$ cat src/rtl/core/q2e_pkg.sv
// Shared types, constants and helper functions of the quaternion to Euler converter.
`default_nettype none

package q2e_pkg;

    localparam int QUAT_W    = 16;  // width of one quaternion component
    localparam int PROD_W    = 32;  // width of one component product
    localparam int Q13_W     = 16;  // width of a Q2.13 angle
    localparam int PITCH_W   = 15;  // width of the pitch result
    localparam int ZW        = 35;  // Q30 angle accumulator width
    localparam int CW        = 34;  // CORDIC x/y datapath width
    localparam int NORM_PAD  = 28;  // zero bits appended below a magnitude before normalising
    localparam int NORM_W    = 30;  // normalised magnitudes sit in [2^29, 2^30)
    localparam int ARC_LEN   = 24;  // entries in the arctangent table
    localparam int S30_W     = 32;  // pitch sine term in Q30
    localparam int SQRT_BITS = 31;  // root digits, one per stage
    localparam int RAD_W     = 61;  // radicand 2^60 - s^2
    localparam int SQ_RW     = 63;  // remainder and trial width of the root stages
    localparam int Q13_SHIFT = 17;  // Q30 to Q13

    typedef logic signed [QUAT_W-1:0]  quat_t;
    typedef logic signed [Q13_W-1:0]   ang_q13_t;
    typedef logic signed [PITCH_W-1:0] pitch_q13_t;
    typedef logic signed [ZW-1:0]      ang_q30_t;
    typedef logic signed [CW-1:0]      cordic_t;

    typedef struct packed {
        logic xneg;
        logic yneg;
        logic zero;
    } atan_flags_t;

    typedef struct packed {
        logic lock;
        logic neg;
    } pitch_flags_t;

    localparam ang_q30_t ANG_PI_Q30  = 35'sd3373259426;
    localparam ang_q30_t ROUND_Q13   = 35'sd65536;
    localparam ang_q13_t HALF_PI_Q13 = 16'sd12868;

    // atan(2^-i) in Q30 radians
    function automatic ang_q30_t arc_angle(input int idx);
        ang_q30_t a;
        begin
            case (idx)
                0:       a = 35'sd843314857;
                1:       a = 35'sd497837829;
                2:       a = 35'sd263043837;
                3:       a = 35'sd133525159;
                4:       a = 35'sd67021687;
                5:       a = 35'sd33543516;
                6:       a = 35'sd16775851;
                7:       a = 35'sd8388437;
                8:       a = 35'sd4194283;
                9:       a = 35'sd2097149;
                10:      a = 35'sd1048576;
                11:      a = 35'sd524288;
                12:      a = 35'sd262144;
                13:      a = 35'sd131072;
                14:      a = 35'sd65536;
                15:      a = 35'sd32768;
                16:      a = 35'sd16384;
                17:      a = 35'sd8192;
                18:      a = 35'sd4096;
                19:      a = 35'sd2048;
                20:      a = 35'sd1024;
                21:      a = 35'sd512;
                22:      a = 35'sd256;
                23:      a = 35'sd128;
                default: a = '0;
            endcase
            return a;
        end
    endfunction

    // input register, normalise stages, CORDIC stages, output register
    function automatic int atan_latency(input int in_w, input int steps);
        int n;
        begin
            n = (steps > ARC_LEN) ? ARC_LEN : steps;
            return 2 + $clog2(in_w + NORM_PAD) + n;
        end
    endfunction

endpackage

`default_nettype wire

$ cat src/rtl/core/q2e_atan2.sv
// Pipelined atan2: magnitude normalisation stages then one CORDIC vectoring step per stage.
`default_nettype none

module q2e_atan2 #(
    parameter int IN_W  = 34,
    parameter int STEPS = 16
) (
    input  logic                 clk,
    input  logic                 adv,
    input  logic signed [IN_W-1:0] y_in,
    input  logic signed [IN_W-1:0] x_in,
    output q2e_pkg::ang_q13_t    angle
);
    import q2e_pkg::*;

    localparam int FW = IN_W + NORM_PAD;
    localparam int NS = $clog2(FW);
    localparam int NI = (STEPS > ARC_LEN) ? ARC_LEN : STEPS;

    logic [IN_W-1:0] ax_w;
    logic [IN_W-1:0] ay_w;
    logic [FW-1:0]   na_reg [NS+1];
    logic [FW-1:0]   nb_reg [NS+1];
    atan_flags_t     fl_reg [NS+1];
    cordic_t         cx_reg [NI];
    cordic_t         cy_reg [NI];
    ang_q30_t        z_reg  [NI];
    atan_flags_t     fc_reg [NI];
    ang_q30_t        zt;
    ang_q30_t        zr;
    ang_q13_t        angle_reg;

    assign ax_w = x_in[IN_W-1] ? -x_in : x_in;
    assign ay_w = y_in[IN_W-1] ? -y_in : y_in;

    always_ff @(posedge clk) begin
        if (adv) begin
            na_reg[0]      <= {ax_w, {NORM_PAD{1'b0}}};
            nb_reg[0]      <= {ay_w, {NORM_PAD{1'b0}}};
            fl_reg[0].xneg <= x_in[IN_W-1];
            fl_reg[0].yneg <= y_in[IN_W-1];
            fl_reg[0].zero <= (x_in == '0) && (y_in == '0);
        end
    end

    // bring the larger magnitude's top bit to the top of the frame
    for (genvar j = 0; j < NS; j++) begin : g_norm
        localparam int P = 1 << (NS - 1 - j);
        logic [FW-1:0] lead;
        assign lead = na_reg[j] | nb_reg[j];
        always_ff @(posedge clk) begin
            if (adv) begin
                if (lead[FW-1 -: P] == '0) begin
                    na_reg[j+1] <= na_reg[j] << P;
                    nb_reg[j+1] <= nb_reg[j] << P;
                end
                else begin
                    na_reg[j+1] <= na_reg[j];
                    nb_reg[j+1] <= nb_reg[j];
                end
                fl_reg[j+1] <= fl_reg[j];
            end
        end
    end

    for (genvar i = 0; i < NI; i++) begin : g_iter
        cordic_t     cx_src;
        cordic_t     cy_src;
        ang_q30_t    z_src;
        atan_flags_t f_src;
        if (i == 0) begin : g_first
            assign cx_src = {{(CW-NORM_W){1'b0}}, na_reg[NS][FW-1 -: NORM_W]};
            assign cy_src = {{(CW-NORM_W){1'b0}}, nb_reg[NS][FW-1 -: NORM_W]};
            assign z_src  = '0;
            assign f_src  = fl_reg[NS];
        end
        else begin : g_next
            assign cx_src = cx_reg[i-1];
            assign cy_src = cy_reg[i-1];
            assign z_src  = z_reg[i-1];
            assign f_src  = fc_reg[i-1];
        end
        always_ff @(posedge clk) begin
            if (adv) begin
                if (!cy_src[CW-1]) begin
                    cx_reg[i] <= cx_src + (cy_src >>> i);
                    cy_reg[i] <= cy_src - (cx_src >>> i);
                    z_reg[i]  <= z_src + arc_angle(i);
                end
                else begin
                    cx_reg[i] <= cx_src - (cy_src >>> i);
                    cy_reg[i] <= cy_src + (cx_src >>> i);
                    z_reg[i]  <= z_src - arc_angle(i);
                end
                fc_reg[i] <= f_src;
            end
        end
    end

    // fold back into the right quadrant, then round to Q13
    always_comb begin
        zt = z_reg[NI-1];
        if (fc_reg[NI-1].xneg) zt = ANG_PI_Q30 - zt;
        if (fc_reg[NI-1].yneg) zt = -zt;
        if (fc_reg[NI-1].zero) zt = '0;
    end

    assign zr = (zt + ROUND_Q13) >>> Q13_SHIFT;

    always_ff @(posedge clk) begin
        if (adv) begin
            angle_reg <= zr[Q13_W-1:0];
        end
    end

    assign angle = angle_reg;

endmodule

`default_nettype wire

$ cat config.mk
export PLATFORM = sky130hd
export DESIGN_NAME = q2e_atan2
export DESIGN_NICKNAME = d
export VERILOG_FILES = /design/src/rtl/core/q2e_pkg.sv /design/src/rtl/core/q2e_atan2.sv
export SDC_FILE = /design/constraint.sdc
export NUM_CORES = 2
export LEC_CHECK = 0
export BUFFER_PORTS_ARGS = -buffer_cell sky130_fd_sc_hd__buf_2
export CAP_MARGIN = 30
export CORE_UTILIZATION = 58
export CTS_CLUSTER_SIZE = 14
export DETAILED_ROUTE_END_ITERATION = 8
export PLACE_DENSITY = 0.77
export SYNTH_ARGS = -nofsm -noshare
export SYNTH_HDL_FRONTEND = slang
export SYNTH_SLANG_ARGS = --single-unit
$ cat constraint.sdc
create_clock -name clk -period 5.3 [get_ports clk]
set_input_delay 0 -clock clk [delete_from_list [all_inputs] [get_ports clk]]
set_output_delay 0 -clock clk [all_outputs]
set_load 0.05 [all_outputs]
==> summary.md <==
| Metric | Value |
|---|---|
| Status | complete, no violations |
| Max frequency | about 0.20 GHz |
| GRT Residual Overflow | 0 |
| Worst r2r path cells | 19 |
| DRC | 0 |
| Fin worst setup slack | between 0.2 and 0.25 ns |
| Yosys top cell area share | a little over two fifths |
| Final Cycle Share | approximately 96% |
| Core area | between 200000 and 250000 µm² |
| Worst-Margin Slew | about 1.1 ns |
| Yosys warning total | 0 |
| Final Hold Fails | 0 |
| Maximum fanout along the worst path | 3 |
| CP arrival | between 5 and 6 ns |
| Max Cap Viol | 0 |
| Max-slew headroom | between 20% and 30% |
| Clock transition at path regs | about 0.07 ns |
| Initial antenna violation count | 12 |
| Layout cells sized above 1 | approximately 8.2% |
| Global-route wire length before repair | between 500000 and 600000 µm |
| CP Capture Type | register |
| FF+latch count, synth | 1927 |
| Die width | between 400 and 500 µm |
| Vias in the first global route | 100266 |
| IO Pins | 86 |
| Routed Antenna Nets | 0 |
| Synth Area in Compound Gates | between 15 and 20% |
| Clock Path Buffers | 3 |
| Total Wirelength | 371000 µm |
| Syn_area_per_cell | 10.3 µm² |
| Distinct cells, synth | 85 |
| Starting Density | just under 60% |
| Sequential share of the synthesized area | between 40% and 50% |
| Die area | about 240000 µm² |
| Mapped Cells | approximately 13000 |
| Post-synth EDFFs | roughly 1900 |
| TritonRoute pass-1 iters | 6 |
| Die height | slightly below 500 µm |
| Synth Area in Simple Gates | 12.3% |
| Crit start category | register |
| Buffer count from post-CTS setup fixing | 0 |
| Iteration-0 DRC Markers | between 9000 and 10000 |
| Row count | 177 |
| Final nets | 15161 |
| Top FF cell, synth | edfxtp_1 |
| Most frequent cells in the layout | edfxtp_1, ha_1, xnor2_1, a21oi_1, nor2_1 |
| H-tree level count | 4 |
| WL/cell | around 22 µm |
| Via count | 104813 |
| Flop2flop setup slack | ~0.23 ns |
| Ys async rst share | 0% |
| Pre-CTS WS | -0.0883 ns |
| DR vias/cell | 6.14 |
| Critical R2R Launch | cy_reg[1][84] |
| Max Slew Vio Count | 0 |
| R2R Path End | cx_reg[1][135] |
| Hold path start | y_in[32] |
| Critical path class | register to register |
| Clock Latency Late Sink | a little over 0.9 ns |
| Largest register FFs | between 400 and 500 |
| CTS tree | done |
| Mapped Area | about 140000 µm² |
| WP data required | between 5 and 6 ns |
| DPL Wire Length | between 200000 and 300000 µm |
| GR Util All Layers | 30.4% |
| Worst Setup EP | cx_reg[1][135] |
| Largest cells by area after synthesis | edfxtp_1, ha_1, xnor2_1, a21oi_1, xor2_1 |
| Num CTS Buffers | ~210 |
| HP Class | input pin to register |
| Port bufs | 85 |
| Clock skew | around 0.096 ns |
| Main combinational cell family by area after synthesis | compound AO/OA/AOI/OAI gates |
| Pin count of the biggest net entering global routing | 203 |
| Post-Synth XOR/XNOR Area | around an eighth |
| Post-synthesis mux area share | around 2.3% |
| Area growth, synth to finish | 11.6% |
| Clock Sinks | around 1900 |
| Clock root cell | clkbuf_16 |
| Synth Area in Adders | about an eighth |
| Fin crit period | ~5.1 ns |
| Most common cell after layout, fill and taps aside | edfxtp_1 |
| Critical path startpoint | cy_reg[1][84] |
| Area leader, netlist | edfxtp_1 |
| Final setup violation count | 0 |
| Routability congestion estimate | between 0.9 and 1 |
[logic make-up after synthesis]
kind of cell,Yosys count
buffers and inverters,752
and+or+nand+nor,3493
DFF,1927
muxes,276
adders and majority gates,1329
other,2
AOI/OAI and AO/OA,3572
xor gates and xnor gates,1838
[routing by layer]
metal	track usage, %	share of wire, %	vias up
met5	0	0	-
met4	8.21	2.7	0
met3	3.85	6.2	568
met2	49.9	47	3403
met1	42.3	44	50758
li1	-	-	50084
[synth_stat cells (all sizes together), types with 33 or more instances]
cell,n
xor2,637
xnor2,1201
a21oi,1121
and2,170
nand4,63
nor4,120
mux2,243
ha,1291
nand2,912
o21bai,167
or3,133
o21a,216
o31ai,171
clkbuf,205
mux2i,33
nor3,277
a21boi,39
inv,523
edfxtp,1927
a211oi,89
nand2b,190
nand3,202
o211ai,58
a21o,490
nor2,1010
fa,38
o21ai,729
a2111oi,33
and3,84
or4,62
or2,48
nor2b,141
a31oi,76
o41ai,86
[through the flow]
step	hold slack (ns)	setup TNS [ns]	std cells	utilization [%]	instance area (µm²)
3_5_place_dp	0.247	-0.0883	16491	61.0	142000
5_1_grt	0.123	-0.0716	17073	65.2	152000
2_1_floorplan	0.0989	0	13190	-	136000
3_3_place_gp	0.240	-0.429	16486	61.0	142000
6_report	0.130	0	17079	65.2	152000
4_1_cts	0.0122	0	17070	65.1	152000
[what timing repair did]
action	in CTS	in global routing
pin swaps	0	10
hold endpoints to repair	307	0
hold buffers	195	0
endpoints found under the setup margin	3	59
gates resized for setup	4	77
[final cells by class]
class / count / area [µm²]
inverters: 525 / 1970
clock inverters: 152 / 2180
repair buffers: 592 / 4910
flip-flops and latches: 1927 / 57900
clock buffers: 232 / 5230
diodes: 8 / 20.0
fillers: 18113 / 81000
well taps: 3132 / 3920
multi-input cells: 10511 / 75900
[worst max-delay path: stages (launching register included)]
cell	delay, ns
edfxtp_1	0.38
or3_4	0.40
or3b_2	0.50
or2_4	0.25
or3b_2	0.47
nor2_2	0.12
nand2_2	0.09
or4_4	0.45
o21ai_1	0.16
xor2_1	0.16
ha_1	0.27
a2111oi_2	0.36
buf_4	0.16
o31ai_1	0.09
nor2_1	0.12
o41ai_2	0.12
a21o_1	0.20
a31o_2	0.24
a21oi_2	0.14
xnor2_1	0.07
[how the worst min path moves through the flow]
stage | to | slack [ns] | cells past startpoint
floorplan | fl_reg[0][1] | 0.1 | 0
global placement | na_reg[0][28] | 0.24 | 1
detailed placement | na_reg[0][28] | 0.25 | 1
CTS | na_reg[0][29] | 0.01 | 4
global route | nb_reg[0][61] | 0.12 | 4
finish | nb_reg[0][61] | 0.13 | 4
Power is not shown: default switching activity piles up to over one toggle a cycle in this logic, so the estimate is an artifact.
